<file path="src/rtl/lcw_pkg.sv">
// Shared types and constants for the LCW (format 80) stream decoder.
// Holds the item and result payloads, decoder phase and run-kind codes.
// No dependencies; compile before every other file of the block.
package lcw_pkg;

    localparam int unsigned LCW_HISTORY_DEPTH = 65536;
    localparam int unsigned POS_W             = 16;

    typedef logic [POS_W-1:0] pos_t;

    // Item kinds
    localparam logic CMD_FEED = 1'b0;
    localparam logic CMD_STEP = 1'b1;

    // Header codes
    localparam logic [7:0] HDR_END   = 8'h80;
    localparam logic [7:0] HDR_FILL  = 8'hFE;
    localparam logic [7:0] HDR_BLOCK = 8'hFF;

    localparam pos_t COPY_BIAS = pos_t'(3);
    localparam pos_t POS_ONE   = pos_t'(1);

    typedef enum logic [2:0] {
        PH_HEADER  = 3'd0,
        PH_OP0     = 3'd1,
        PH_OP1     = 3'd2,
        PH_OP2     = 3'd3,
        PH_OP3     = 3'd4,
        PH_LITERAL = 3'd5,
        PH_RUN     = 3'd6
    } phase_t;

    typedef enum logic [1:0] {
        KIND_NONE    = 2'd0,
        KIND_COPY    = 2'd1,
        KIND_FILL    = 2'd2,
        KIND_LITERAL = 2'd3
    } kind_t;

    typedef struct packed {
        logic       command;
        logic [7:0] in_byte;
    } lcw_item_t;

    typedef struct packed {
        logic [7:0] out_byte;
        logic       out_valid;
        logic       wants_byte;
        logic       stream_end;
        logic       wrong_kind;
    } lcw_result_t;

    // History write request from the parser to the history store
    typedef struct packed {
        logic       en;
        pos_t       pos;
        logic [7:0] data;
    } hist_wr_t;

endpackage

</file>
<file path="src/rtl/lcw_chan_if.sv">
// Valid/ready channel carrying one payload per transfer.
// Payload type is a parameter; the decoder uses the types of lcw_pkg.
interface lcw_chan_if #(
    parameter type payload_t = logic
);
    logic     valid;
    logic     ready;
    payload_t payload;

    modport source (output valid, output payload, input ready);
    modport sink   (input valid, input payload, output ready);
endinterface

</file>
<file path="src/rtl/lcw_hist.sv">
// History store of decoded bytes: one write and one registered read per cycle.
// Forwards the write of the same edge so the read data is always current.
// Depends on lcw_pkg.
module lcw_hist #(
    parameter int unsigned DEPTH = lcw_pkg::LCW_HISTORY_DEPTH
) (
    input  logic             clk,
    input  logic             rst_n,
    input  lcw_pkg::hist_wr_t wr,
    input  lcw_pkg::pos_t    rd_pos,
    output logic [7:0]       rd_data
);
    import lcw_pkg::*;

    localparam int unsigned AW = $clog2(DEPTH);

    logic [7:0]    mem [DEPTH];
    logic [7:0]    rd_data_reg;
    logic [7:0]    fwd_data_reg;
    logic          fwd_hit_reg;
    logic          fwd_hit_next;

    always_ff @(posedge clk)
    begin
        if (wr.en)
        begin
            mem[wr.pos[AW-1:0]] <= wr.data;
        end
        rd_data_reg  <= mem[rd_pos[AW-1:0]];
        fwd_data_reg <= wr.data;
    end

    // The read above sees the old entry when the same edge writes it
    assign fwd_hit_next = wr.en && (wr.pos[AW-1:0] == rd_pos[AW-1:0]);

    always_ff @(posedge clk or negedge rst_n)
    begin
        if (!rst_n)
        begin
            fwd_hit_reg <= 1'b0;
        end
        else
        begin
            fwd_hit_reg <= fwd_hit_next;
        end
    end

    assign rd_data = fwd_hit_reg ? fwd_data_reg : rd_data_reg;

endmodule

</file>
<file path="src/rtl/lcw_parse.sv">
// Command parser and run sequencer: holds the decoder state, handles one
// item per cycle while accept is high, drives the history write and the
// next read position. Depends on lcw_pkg.
module lcw_parse (
    input  logic                  clk,
    input  logic                  rst_n,
    input  logic                  accept,
    input  lcw_pkg::lcw_item_t    item,
    input  logic [7:0]            rd_data,
    output lcw_pkg::pos_t         rd_pos,
    output lcw_pkg::hist_wr_t     wr,
    output lcw_pkg::lcw_result_t  res
);
    import lcw_pkg::*;

    pos_t       wp_reg, wp_next;
    pos_t       rp_reg, rp_next;
    pos_t       count_reg, count_next;
    logic [7:0] fill_reg, fill_next;
    logic [7:0] hdr_reg, hdr_next;
    phase_t     phase_reg, phase_next;
    kind_t      kind_reg, kind_next;

    logic       start_v;
    kind_t      start_kind_v;
    logic [7:0] byte_v;
    logic       last_v;

    assign last_v = (count_reg == POS_ONE);

    always_comb
    begin
        wp_next      = wp_reg;
        rp_next      = rp_reg;
        count_next   = count_reg;
        fill_next    = fill_reg;
        hdr_next     = hdr_reg;
        phase_next   = phase_reg;
        kind_next    = kind_reg;
        start_v      = 1'b0;
        start_kind_v = KIND_NONE;
        byte_v       = item.in_byte;
        wr           = '0;
        res          = '0;

        if (accept)
        begin
            if (item.command == CMD_STEP)
            begin
                if (phase_reg != PH_RUN)
                begin
                    res.wrong_kind = 1'b1;
                end
                else
                begin
                    if (kind_reg == KIND_FILL)
                    begin
                        byte_v = fill_reg;
                    end
                    else
                    begin
                        byte_v  = rd_data;
                        rp_next = rp_reg + POS_ONE;
                    end
                    wr.en         = 1'b1;
                    wr.pos        = wp_reg;
                    wr.data       = byte_v;
                    wp_next       = wp_reg + POS_ONE;
                    res.out_byte  = byte_v;
                    res.out_valid = 1'b1;
                    count_next    = count_reg - POS_ONE;
                    if (last_v)
                    begin
                        phase_next = PH_HEADER;
                        kind_next  = KIND_NONE;
                    end
                end
            end
            else if (phase_reg == PH_RUN)
            begin
                res.wrong_kind = 1'b1;
            end
            else if (phase_reg == PH_LITERAL)
            begin
                wr.en         = 1'b1;
                wr.pos        = wp_reg;
                wr.data       = item.in_byte;
                wp_next       = wp_reg + POS_ONE;
                res.out_byte  = item.in_byte;
                res.out_valid = 1'b1;
                count_next    = count_reg - POS_ONE;
                if (last_v)
                begin
                    phase_next = PH_HEADER;
                    kind_next  = KIND_NONE;
                end
            end
            else if (phase_reg == PH_HEADER)
            begin
                hdr_next = item.in_byte;
                priority if (item.in_byte == HDR_END)
                begin
                    res.stream_end = 1'b1;
                    wp_next        = '0;
                    kind_next      = KIND_NONE;
                end
                else if (!item.in_byte[7])
                begin
                    phase_next = PH_OP0;
                end
                else if (!item.in_byte[6])
                begin
                    count_next = pos_t'(item.in_byte[5:0]);
                    kind_next  = KIND_LITERAL;
                    phase_next = PH_LITERAL;
                end
                else
                begin
                    phase_next = PH_OP0;
                end
            end
            else
            begin
                // Operand bytes of the current header
                priority if (!hdr_reg[7])
                begin
                    rp_next      = wp_reg - pos_t'({hdr_reg[3:0], item.in_byte});
                    count_next   = pos_t'(hdr_reg[6:4]) + COPY_BIAS;
                    start_v      = 1'b1;
                    start_kind_v = KIND_COPY;
                end
                else if (hdr_reg == HDR_FILL)
                begin
                    unique case (phase_reg)
                        PH_OP0:
                        begin
                            count_next = pos_t'(item.in_byte);
                            phase_next = PH_OP1;
                        end
                        PH_OP1:
                        begin
                            count_next = {item.in_byte, count_reg[7:0]};
                            phase_next = PH_OP2;
                        end
                        default:
                        begin
                            fill_next    = item.in_byte;
                            start_v      = 1'b1;
                            start_kind_v = KIND_FILL;
                        end
                    endcase
                end
                else if (hdr_reg == HDR_BLOCK)
                begin
                    unique case (phase_reg)
                        PH_OP0:
                        begin
                            count_next = pos_t'(item.in_byte);
                            phase_next = PH_OP1;
                        end
                        PH_OP1:
                        begin
                            count_next = {item.in_byte, count_reg[7:0]};
                            phase_next = PH_OP2;
                        end
                        PH_OP2:
                        begin
                            rp_next    = pos_t'(item.in_byte);
                            phase_next = PH_OP3;
                        end
                        default:
                        begin
                            rp_next      = {item.in_byte, rp_reg[7:0]};
                            start_v      = 1'b1;
                            start_kind_v = KIND_COPY;
                        end
                    endcase
                end
                else
                begin
                    if (phase_reg == PH_OP0)
                    begin
                        rp_next    = pos_t'(item.in_byte);
                        phase_next = PH_OP1;
                    end
                    else
                    begin
                        rp_next      = {item.in_byte, rp_reg[7:0]};
                        count_next   = pos_t'(hdr_reg[5:0]) + COPY_BIAS;
                        start_v      = 1'b1;
                        start_kind_v = KIND_COPY;
                    end
                end
            end

            // Empty run: drop straight back to the header
            if (start_v)
            begin
                if (count_next == '0)
                begin
                    kind_next  = KIND_NONE;
                    phase_next = PH_HEADER;
                end
                else
                begin
                    kind_next  = start_kind_v;
                    phase_next = PH_RUN;
                end
            end
        end

        res.wants_byte = (phase_next != PH_RUN);
    end

    assign rd_pos = rp_next;

    always_ff @(posedge clk or negedge rst_n)
    begin
        if (!rst_n)
        begin
            wp_reg    <= '0;
            rp_reg    <= '0;
            count_reg <= '0;
            fill_reg  <= '0;
            hdr_reg   <= '0;
            phase_reg <= PH_HEADER;
            kind_reg  <= KIND_NONE;
        end
        else
        begin
            wp_reg    <= wp_next;
            rp_reg    <= rp_next;
            count_reg <= count_next;
            fill_reg  <= fill_next;
            hdr_reg   <= hdr_next;
            phase_reg <= phase_next;
            kind_reg  <= kind_next;
        end
    end

    a_run_count_nonzero: assert property (@(posedge clk) disable iff (!rst_n)
        (phase_reg == PH_RUN || phase_reg == PH_LITERAL) |-> (count_reg != '0))
        else $error("run phase with empty count");

    a_run_kind_match: assert property (@(posedge clk) disable iff (!rst_n)
        (phase_reg == PH_RUN) |-> (kind_reg == KIND_COPY || kind_reg == KIND_FILL))
        else $error("run phase without copy or fill kind");

    a_wrong_kind_no_change: assert property (@(posedge clk) disable iff (!rst_n)
        (accept && res.wrong_kind) |=> ($stable(wp_reg) && $stable(phase_reg)
            && $stable(count_reg) && $stable(rp_reg)))
        else $error("ignored item changed decoder state");

    a_output_writes_history: assert property (@(posedge clk) disable iff (!rst_n)
        res.out_valid |-> (wr.en && wr.pos == wp_reg && wr.data == res.out_byte))
        else $error("emitted byte not written to history");

endmodule

</file>
<file path="src/rtl/lcw_format80_decompressor.sv">
// LCW (format 80) decoder top level: parser, history store, result register.
// Each result is registered as its item is taken. Throughput: 1 item per cycle
// unless rsp stalls; each step reads history through a registered read port,
// with same-edge write forwarding for overlapping copies.
// Reset: decoder state cleared at once; history is not cleared and an entry
// reads as undefined until written, so no clearing pass is needed.
module lcw_format80_decompressor #(
    parameter int unsigned HISTORY_DEPTH = lcw_pkg::LCW_HISTORY_DEPTH
) (
    input  logic        clk,
    input  logic        rst_n,
    lcw_chan_if.sink    cmd,
    lcw_chan_if.source  rsp
);
    import lcw_pkg::*;

    logic         accept;
    lcw_item_t    item;
    pos_t         rd_pos;
    logic [7:0]   rd_data;
    hist_wr_t     wr;
    lcw_result_t  res;

    logic         rsp_valid_reg, rsp_valid_next;
    lcw_result_t  rsp_data_reg;

    // Take a new item whenever the result register is empty or drains now
    assign cmd.ready = !rsp_valid_reg || rsp.ready;
    assign accept    = cmd.valid && cmd.ready;
    assign item      = cmd.payload;

    lcw_parse u_parse (
        .clk     (clk),
        .rst_n   (rst_n),
        .accept  (accept),
        .item    (item),
        .rd_data (rd_data),
        .rd_pos  (rd_pos),
        .wr      (wr),
        .res     (res)
    );

    lcw_hist #(
        .DEPTH (HISTORY_DEPTH)
    ) u_hist (
        .clk     (clk),
        .rst_n   (rst_n),
        .wr      (wr),
        .rd_pos  (rd_pos),
        .rd_data (rd_data)
    );

    assign rsp_valid_next = accept || (rsp_valid_reg && !rsp.ready);

    always_ff @(posedge clk or negedge rst_n)
    begin
        if (!rst_n)
        begin
            rsp_valid_reg <= 1'b0;
        end
        else
        begin
            rsp_valid_reg <= rsp_valid_next;
        end
    end

    always_ff @(posedge clk)
    begin
        if (accept)
        begin
            rsp_data_reg <= res;
        end
    end

    assign rsp.valid   = rsp_valid_reg;
    assign rsp.payload = rsp_data_reg;

endmodule
</file>
<file path="src/flat_wrapper.sv">
// flat-port wrapper written by rule: the top's interface ports become plain ports
module lcw_format80_decompressor_flat import lcw_pkg::*;
#(
    parameter int unsigned HISTORY_DEPTH = lcw_pkg::LCW_HISTORY_DEPTH
)
  (clk, rst_n, cmd_valid, cmd_payload, cmd_ready, rsp_valid, rsp_payload, rsp_ready);
  lcw_chan_if cmd_i ();
  lcw_chan_if rsp_i ();
  input  logic clk;
  input  logic rst_n;
  input wire logic [$bits(cmd_i.valid)-1:0] cmd_valid;
  input wire logic [$bits(cmd_i.payload)-1:0] cmd_payload;
  output wire logic [$bits(cmd_i.ready)-1:0] cmd_ready;
  output wire logic [$bits(rsp_i.valid)-1:0] rsp_valid;
  output wire logic [$bits(rsp_i.payload)-1:0] rsp_payload;
  input wire logic [$bits(rsp_i.ready)-1:0] rsp_ready;
  assign cmd_i.valid = cmd_valid;
  assign cmd_i.payload = cmd_payload;
  assign cmd_ready = cmd_i.ready;
  assign rsp_valid = rsp_i.valid;
  assign rsp_payload = rsp_i.payload;
  assign rsp_i.ready = rsp_ready;
  lcw_format80_decompressor #(.HISTORY_DEPTH(HISTORY_DEPTH)) u_core (.clk(clk), .rst_n(rst_n), .cmd(cmd_i), .rsp(rsp_i));
endmodule
</file>
<file path="config.mk">
export PLATFORM = sky130hd
export DESIGN_NAME = lcw_format80_decompressor_flat
export DESIGN_NICKNAME = d
export VERILOG_FILES = /design/src/rtl/lcw_pkg.sv /design/src/rtl/lcw_chan_if.sv /design/src/rtl/lcw_hist.sv /design/src/rtl/lcw_parse.sv /design/src/rtl/lcw_format80_decompressor.sv /design/src/flat_wrapper.sv
export SDC_FILE = /design/constraint.sdc
export NUM_CORES = 1
export LEC_CHECK = 0
export BUFFER_PORTS_ARGS = -buffer_cell sky130_fd_sc_hd__buf_4
export CAP_MARGIN = 20
export CORE_AREA = 2 2 39 41
export CTS_BUF_LIST = sky130_fd_sc_hd__clkbuf_8
export CTS_CLUSTER_DIAMETER = 30
export CTS_CLUSTER_SIZE = 28
export DETAILED_ROUTE_END_ITERATION = 6
export DIE_AREA = 0 0 41 43
export PLACE_DENSITY_LB_ADDON = 0.2
export SYNTH_ARGS = -nofsm -noshare
export SYNTH_HDL_FRONTEND = slang
export SYNTH_SLANG_ARGS = --single-unit
</file>
<file path="constraint.sdc">
create_clock -name clk -period 1.1 [get_ports clk]
set_input_delay 0.11 -clock clk [delete_from_list [all_inputs] [get_ports clk]]
set_output_delay 0.11 -clock clk [all_outputs]
set_load 0.02 [all_outputs]
</file>
==> results of run 1 <==
[metrics by stage]
step / setup slack (ns) / instance area (sq um) / util (%) / std cells
final: 0.0492 / 304 / 22.0 / 40
after floorplan: -0.0419 / 176 / - / 12
after global routing: 0.00796 / 304 / 22.0 / 40
after CTS: 0.0387 / 304 / 22.0 / 40
after global placement: 0.0717 / 249 / 18.0 / 35
after detailed placement: 0.0650 / 249 / 18.0 / 35
[where the power goes]
group | total (mW) | switching [mW] | internal, mW
clock | 0.321 | 0.0828 | 0.238
sequential | 0.230 | 0.0314 | 0.198
combinational | 0.119 | 0.0457 | 0.0737
[how the worst max path moves through the flow]
stage / start / endpoint / slack (ns) / depth (start not counted)
3_5_place_dp: u_core.rsp.valid / u_core.u_parse.phase_reg[0] / 0.07 / 3
6_report: u_core.rsp.valid / cmd_ready / 0.05 / 3
3_3_place_gp: u_core.rsp.valid / u_core.u_parse.phase_reg[0] / 0.07 / 3
2_1_floorplan: u_core.rsp.valid / u_core.u_parse.phase_reg[0] / -0.04 / 3
5_1_grt: u_core.rsp.valid / cmd_ready / 0.008 / 3
4_1_cts: u_core.rsp.valid / cmd_ready / 0.04 / 3
[routing by layer]
| metal | vias to the layer above | global-route usage (%) | routed length [um] |
|---|---|---|---|
| met5 | - | 0 | 0 |
| met4 | 0 | 4.00 | 0 |
| met3 | 0 | 6.28 | 55 |
| met2 | 10 | 5.31 | 130 |
| met1 | 55 | 6.54 | 140 |
| li1 | 62 | - | - |
[cell usage in the layout, fill, tap and decap left out]
cell type      n
dlygate4sd3_1  1
inv_1          1
edfxtp_1       1
nor2_1         1
dfrtp_2        1
nand2b_1       2
mux2_4         1
dfrtp_1        2
buf_4          7
clkbuf_8       3
nor2b_1        1
nand3_2        1
nand2b_4       1
and2_4         1
[repair_timing]
action	in CTS	in global routing
hold endpoints to repair	3	0
hold buffers	1	0
setup buffers	0	0
[kinds of logic after synthesis]
group            after synthesis
DFF                            4
muxes                          1
and+or+nand+nor                7
[cell type report]
type / instances / share of cell area, %
Clock buffer: 3 / 13.6
Clock inverter: 1 / 1.23
Timing Repair Buffer: 8 / 20.6
Sequential cell: 4 / 35.0
Tap cell: 16 / 6.58
Multi-Input combinational cell: 8 / 23.0
[worst register-to-register path: stages (launching register included)]
cell      delay (ns)
dfrtp_2         0.41
nand2b_4        0.07
and2_4          0.14
mux2_4          0.29
==> results.py, run 1 <==
metrics = {
    "outcome": {
        "status": "finished, final reports clean",
    },
    "sta": {
        "tightest_slew_ns": 0.161,
        "finClkSkew_ns": 0.00897,
        "slew_headroom_pct": 89.3,
        "setup_violations": 0,
        "rsz0062_at_grt": "false",
        "hold_viol": 0,
        "slew_violations": 0,
        "period_share_pct": 95.5,
        "period_minus_slack_ns": 1.05,
        "hold_slack_ns": 0.116,
        "max_freq_ghz": 0.952,
        "finalSetupTns_ns": 0,
    },
    "route": {
        "via_per_inst": 3.18,
        "routed_wl_um": 327,
        "drtAntennaViolNets": 0,
        "drt_iter0_markers": 2,
        "drc": 0,
        "wl_per_cell_um": 8.18,
        "first_pass_iters": 2,
        "vias": 127,
    },
    "grt": {
        "grt_max_degree": 5,
        "grt_use_total_pct": 5.55,
        "grt_pass1_wl_um": 565,
        "first_global_vias": 133,
        "antenna_found_initial": 0,
        "gr-total-overflow": 0,
    },
    "synthesis": {
        "synthArstFlopShare_pct": 75.0,
        "synth_commonest_cells": "dfrtp_1 (3), nand2b_1 (2)",
        "post_synth_num_cell_types": 9,
        "synth_edf_count": 1,
        "netlist.area_leader.share_pct": 42.9,
        "synth_seq_cells": 4,
        "synth_cells": 12,
        "ys.flop_type": "dfrtp_1",
        "synth_top_family_by_area": "simple AND/OR/NAND/NOR gates",
        "syn_nets": 17,
        "synth_top_area_cell": "dfrtp_1",
        "yosysMostFrequentCell": "dfrtp_1",
        "syn_avg_cell_area_sq_um": 14.6,
        "post_synth_xor_area_fraction_pct": 0,
        "synth_mux_area_share_pct": 8.57,
        "syn_area_sq_um": 175,
        "synthSimpleGateAreaFrac_pct": 31.4,
        "ys_seq_area_share_pct": 60.0,
        "yosysWarnings": 0,
        "synthTopCellsByArea": "dfrtp_1 (43%), edfxtp_1 (17%), mux2_4 (8.6%)",
        "synth_fa_ha_area_share_pct": 0,
        "synth-compound-area-share_pct": 0,
    },
    "worst_setup_path": {
        "arrival_ns": 0.94,
        "r2r_start": "u_core.rsp.valid",
        "path_buf_inv": 2,
        "cp-end-kind": "output pin",
        "cp_slowest_cell": "dfrtp_2",
        "crit_chain": "nand2b_4 > buf_4 > buf_4",
        "reg2reg_slack_ns": 0.08,
        "rr_endpoint": "u_core.u_parse.phase_reg[0]",
        "criticalPathCategory": "flop to output pin",
        "cp_common_cell": "buf_4",
        "slowest_delay_ns": 0.41,
        "cp_top_family": "flip-flops",
        "crit_path_start_kind": "flop",
        "cp_max_fo": 3,
        "rr_worst_depth": 3,
        "required_ns": 0.99,
    },
    "final_layout": {
        "antenna_cells": 0,
        "multi_input_area_sq_um": 70.1,
        "regArea_sq_um": 106,
        "num-nets-final": 30,
        "synthToLayoutAreaGrowth_pct": 73.6,
        "fillers": 158,
        "drive_above_1_share_pct": 62.5,
        "largest_reg_flops": 2,
    },
    "cts": {
        "postCtsResizedCells": 0,
        "cts_root_buf": "clkbuf_8",
        "tritoncts": "yes",
        "clk_pin_slew_ns": 0.03,
        "insertion_delay_ns": 0.22,
        "h-tree-depth": 1,
        "cts.path.max_buffers": 2,
        "cts.sinks": 4,
        "cts_buffers": 3,
    },
    "floorplan": {
        "dieWidth_um": 41,
        "core_area_sq_mm": 0.00138,
        "pin_count": 8,
        "start_util_pct": 12.7,
        "die_area_sq_mm": 0.00176,
        "die_h_um": 43,
        "fp-row-count": 14,
    },
    "job": {
        "max_cap_viol_count": 0,
    },
    "placement": {
        "portBuffers": 6,
        "gp_congestion": 0.615,
        "dp_hpwl_um": 234,
    },
    "pwr": {
        "p_leak_nw": 0.136,
        "ir_worst_vdd_mv": 0.740,
        "power_density_mw_per_mm2": 2210,
        "total_power_uw": 670,
    },
    "min_path": {
        "hold_end": "u_core.rsp.valid",
        "min_path_cells": 2,
        "hold_start": "cmd_valid",
        "worstHoldPathType": "input pin to flop",
    },
}
Note: power is estimated with default switching activity, not from simulation.
==> run 2, diff against run 1 <==
--- a/config.mk
+++ b/config.mk
@@ -13,7 +13,8 @@
 export CTS_CLUSTER_SIZE = 28
 export DETAILED_ROUTE_END_ITERATION = 6
 export DIE_AREA = 0 0 41 43
-export PLACE_DENSITY_LB_ADDON = 0.2
+export PLACE_DENSITY = 0.34
+export SKIP_CTS_REPAIR_TIMING = 1
 export SYNTH_ARGS = -nofsm -noshare
 export SYNTH_HDL_FRONTEND = slang
 export SYNTH_SLANG_ARGS = --single-unit
==> results.py, run 2 (synthesis results as in run 1) <==
metrics = {
    "cts": {
        "tritoncts": "yes",
        "clk_pin_slew_ns": 0.04,
        "insertion_delay_ns": 0.22,
        "cts.path.max_buffers": 2,
        "cts.sinks": 4,
        "cts_buffers": 3,
        "cts_root_buf": "clkbuf_8",
        "h-tree-depth": 1,
    },
    "sta": {
        "hold_slack_ns": 0.113,
        "slew_violations": 0,
        "tightest_slew_ns": 0.145,
        "finClkSkew_ns": 0.00715,
        "max_freq_ghz": 0.946,
        "finalWorstSetupSlack_ns": 0.0430,
        "hold_viol": 0,
        "period_share_pct": 96.1,
        "finalSetupTns_ns": 0,
        "slew_headroom_pct": 90.3,
        "setup_violations": 0,
        "period_minus_slack_ns": 1.06,
        "rsz0062_at_grt": "false",
    },
    "worst_setup_path": {
        "r2r_start": "u_core.rsp.valid",
        "required_ns": 0.99,
        "arrival_ns": 0.95,
        "reg2reg_slack_ns": 0.06,
        "crit_path_start_kind": "flop",
        "rr_worst_depth": 3,
        "cp_max_fo": 3,
        "startpoint": "u_core.rsp.valid",
        "criticalPathCategory": "flop to output pin",
        "cp-end-kind": "output pin",
    },
    "final_layout": {
        "synthToLayoutAreaGrowth_pct": 73.6,
        "final_cells": 40,
        "largest_reg_flops": 2,
        "final_cell_mix": "buf_4 (7), clkbuf_8 (3), nand2b_1 (2), dfrtp_1 (2)",
        "final_cell_area_sq_um": 304,
        "fin_util_pct": 22.0,
        "drive_above_1_share_pct": 62.5,
        "final_common_cell": "buf_4",
        "antenna_cells": 0,
        "num-nets-final": 30,
    },
    "placement": {
        "portBuffers": 6,
        "gp_congestion": 0.579,
        "pre_cts_slack_ns": 0.0705,
        "post-place-cells": 35,
        "placed_area_sq_um": 249,
    },
    "route": {
        "routed_wl_um": 359,
        "wl_per_cell_um": 8.98,
        "vias": 131,
        "via_per_inst": 3.28,
        "drc": 0,
        "drtAntennaViolNets": 0,
        "first_pass_iters": 2,
        "drt_iter0_markers": 2,
    },
    "grt": {
        "gr-total-overflow": 0,
        "grt_pass1_wl_um": 607,
        "first_global_vias": 152,
        "antenna_found_initial": 0,
        "grt_max_degree": 5,
        "grt_use_total_pct": 6.53,
    },
    "pwr": {
        "p_leak_nw": 0.136,
        "power_density_mw_per_mm2": 2210,
        "ir_worst_vdd_mv": 0.364,
        "total_power_uw": 673,
    },
    "floorplan": {
        "fp-row-count": 14,
        "die_h_um": 43,
        "start_util_pct": 12.7,
        "pin_count": 8,
        "die_area_sq_mm": 0.00176,
        "dieWidth_um": 41,
        "core_area_sq_mm": 0.00138,
    },
    "min_path": {
        "min_path_cells": 2,
        "hold_start": "cmd_valid",
        "worstHoldPathType": "input pin to flop",
    },
    "outcome": {
        "status": "finished, final reports clean",
    },
    "job": {
        "max_cap_viol_count": 0,
    },
}
run 2: cell counts in the layout (fill, tap and decap cells not counted):
Identical to the previous run, type by type.
run 2: routing by layer:
layer | global-route usage [%] | share of wire (%) | vias to the layer above
met2 | 7.50 | 57 | 5
met1 | 4.52 | 30 | 61
met5 | 0 | 0 | -
met3 | 3.14 | 5.8 | 2
li1 | - | - | 63
met4 | 14.0 | 7.5 | 0
run 2: where the power goes:
part	total, mW	internal [mW]	switching (mW)	leakage [nW]
logic	0.124	0.0739	0.0500	0.0673
registers	0.227	0.198	0.0290	0.0418
clock network	0.322	0.239	0.0831	0.0269
run 2: worst max-delay path, cell delays in order (launching register included):
cell and delay [ns]:
dfrtp_2 0.41, nand2b_4 0.07, buf_4 0.11, buf_4 0.13
run 2: path summary, 6_finish.rpt:
kind / end
setup reg to reg: u_core.u_parse.phase_reg[0]
hold reg to reg: u_core.u_parse.phase_reg[1]
setup / recovery: cmd_ready
hold / removal: u_core.rsp.valid
max in group asynchronous: u_core.rsp.valid
min in group asynchronous: u_core.rsp.valid
run 2: final cells by class:
class	instances	area, sq um
clock inverters	1	3.75
multi-input cells	8	70.1
repair buffers	8	62.6
clock buffers	3	41.3
well taps	16	20.0
fillers	153	1080
flip-flops and latches	4	106
==> run 3, diff against run 2 <==
==> constraint.sdc (replaced) <==
create_clock -name clk -period 0.98 [get_ports clk]
set_input_delay 0.098 -clock clk [delete_from_list [all_inputs] [get_ports clk]]
set_output_delay 0.098 -clock clk [all_outputs]
set_load 0.02 [all_outputs]
==> results.py, run 3 (synthesis results as in run 1) <==
metrics = {
    "floorplan": {
        "die_area_sq_mm": 0.00176,
        "pin_count": 8,
        "start_util_pct": 12.7,
        "fp-row-count": 14,
        "core_area_sq_mm": 0.00138,
        "die_h_um": 43,
        "dieWidth_um": 41,
    },
    "cts": {
        "tritoncts": "yes",
        "clk_pin_slew_ns": 0.03,
        "insertion_delay_ns": 0.22,
        "cts.sinks": 4,
        "h-tree-depth": 1,
        "cts_root_buf": "clkbuf_8",
        "cts.path.max_buffers": 2,
        "cts_buffers": 3,
    },
    "sta": {
        "tightest_slew_ns": 0.150,
        "hold_viol": 0,
        "max_freq_ghz": 0.966,
        "finClkSkew_ns": 0.00446,
        "finalWorstSetupSlack_ns": -0.0553,
        "slew_headroom_pct": 90.0,
        "rsz0062_at_grt": "true",
        "period_share_pct": 106,
        "slew_violations": 0,
        "period_minus_slack_ns": 1.04,
        "setup_violations": 2,
    },
    "placement": {
        "gp_congestion": 0.678,
        "portBuffers": 6,
        "pre_cts_slack_ns": -0.0599,
        "dp_hpwl_um": 274,
        "placed_area_sq_um": 249,
        "post-place-cells": 35,
    },
    "worst_setup_path": {
        "cp-end-kind": "flop",
        "crit_chain": "nand2b_4 > and2_4 > mux2_4",
        "slowest_delay_ns": 0.41,
        "cp_max_fo": 2,
        "criticalPathCategory": "flop to flop",
        "arrival_ns": 1.13,
        "required_ns": 1.08,
        "cp_top_family": "flip-flops",
        "crit_path_start_kind": "flop",
        "rr_worst_depth": 3,
        "r2r_start": "u_core.rsp.valid",
        "path_buf_inv": 0,
        "rr_endpoint": "u_core.u_parse.phase_reg[0]",
        "reg2reg_slack_ns": -0.06,
        "cp_slowest_cell": "dfrtp_2",
    },
    "pwr": {
        "p_leak_nw": 0.137,
        "clockPowerShare_pct": 47.6,
        "p_int_uw": 575,
        "total_power_uw": 761,
        "power_density_mw_per_mm2": 2470,
        "ir_worst_vdd_mv": 0.680,
        "seqPwrFrac_pct": 33.7,
        "p_switching_uw": 186,
        "pwr-share-comb_pct": 18.7,
        "switching_share_pct": 24.4,
    },
    "final_layout": {
        "drive_above_1_share_pct": 62.5,
        "regArea_sq_um": 106,
        "final_cell_area_sq_um": 308,
        "multi_input_area_sq_um": 70.1,
        "synthToLayoutAreaGrowth_pct": 75.7,
        "antenna_cells": 0,
        "final_common_cell": "buf_4",
        "final_cells": 40,
        "largest_reg_flops": 2,
        "num-nets-final": 30,
        "final_cell_mix": "buf_4 (6), clkbuf_8 (3), nand2b_1 (2), dfrtp_1 (2)",
        "fillers": 143,
    },
    "grt": {
        "grt_pass1_wl_um": 614,
        "antenna_found_initial": 0,
        "grt_use_total_pct": 6.03,
        "first_global_vias": 154,
        "gr-total-overflow": 0,
        "grt_max_degree": 5,
    },
    "min_path": {
        "hold_start": "cmd_valid",
        "min_path_cells": 2,
        "worstHoldPathType": "input pin to flop",
        "hold_end": "u_core.rsp.valid",
    },
    "outcome": {
        "violations": "negative setup slack",
        "status": "finished with violations",
    },
    "route": {
        "drc": 0,
        "routed_wl_um": 373,
        "drtAntennaViolNets": 0,
        "wl_per_cell_um": 9.33,
        "drt_iter0_markers": 1,
        "via_per_inst": 3.28,
        "first_pass_iters": 4,
        "vias": 131,
    },
    "job": {
        "max_cap_viol_count": 0,
    },
}
[run 3: area by class of cell]
cell class,count,share of cell area [%]
repair buffers,8,21.5
well taps,16,6.50
clock inverters,1,1.22
multi-input cells,8,22.8
clock buffers,3,13.4
flip-flops and latches,4,34.6
[run 3: worst max path at each step]
stage / from / to / depth (start not counted)
after detailed placement: u_core.rsp.valid / u_core.u_parse.phase_reg[0] / 3
final: u_core.rsp.valid / u_core.u_parse.phase_reg[0] / 3
after CTS: u_core.rsp.valid / cmd_ready / 3
after global routing: u_core.rsp.valid / u_core.u_parse.phase_reg[0] / 3
after global placement: u_core.rsp.valid / u_core.u_parse.phase_reg[0] / 3
after floorplan: u_core.rsp.valid / u_core.u_parse.phase_reg[0] / 3
[run 3: layer usage]
metal	share of wire, %	track usage, %	vias to the layer above	wire (um)
li1	-	-	62	-
met1	44	5.16	64	164
met2	50	7.19	3	187
met3	1.9	3.14	2	7
met4	3.8	10.0	0	14
met5	0	0	-	0
[run 3: stage by stage]
stage / utilization, % / TNS (ns) / hold WS (ns)
global placement: 18.0 / -0.0446 / -0.110
floorplan: - / -0.207 / -0.198
finish: 22.2 / -0.102 / 0.112
CTS: 21.2 / -0.135 / -0.343
global route: 22.2 / -0.147 / 0.128
detailed placement: 18.0 / -0.0599 / -0.107
[run 3: power by group through the flow]
stage,sequential (mW),combinational [mW],clock (mW)
3_5_place_dp,0.257,0.137,0
6_report,0.257,0.142,0.362
5_1_grt,0.262,0.153,0.383
4_1_cts,0.256,0.138,0.376
3_3_place_gp,0.258,0.133,0
2_1_floorplan,0.267,0.0715,0
[run 3: worst register-to-register path, cell delays in order, from the launching register on]
cell	delay, ns
dfrtp_2	0.41
nand2b_4	0.07
and2_4	0.14
mux2_4	0.29
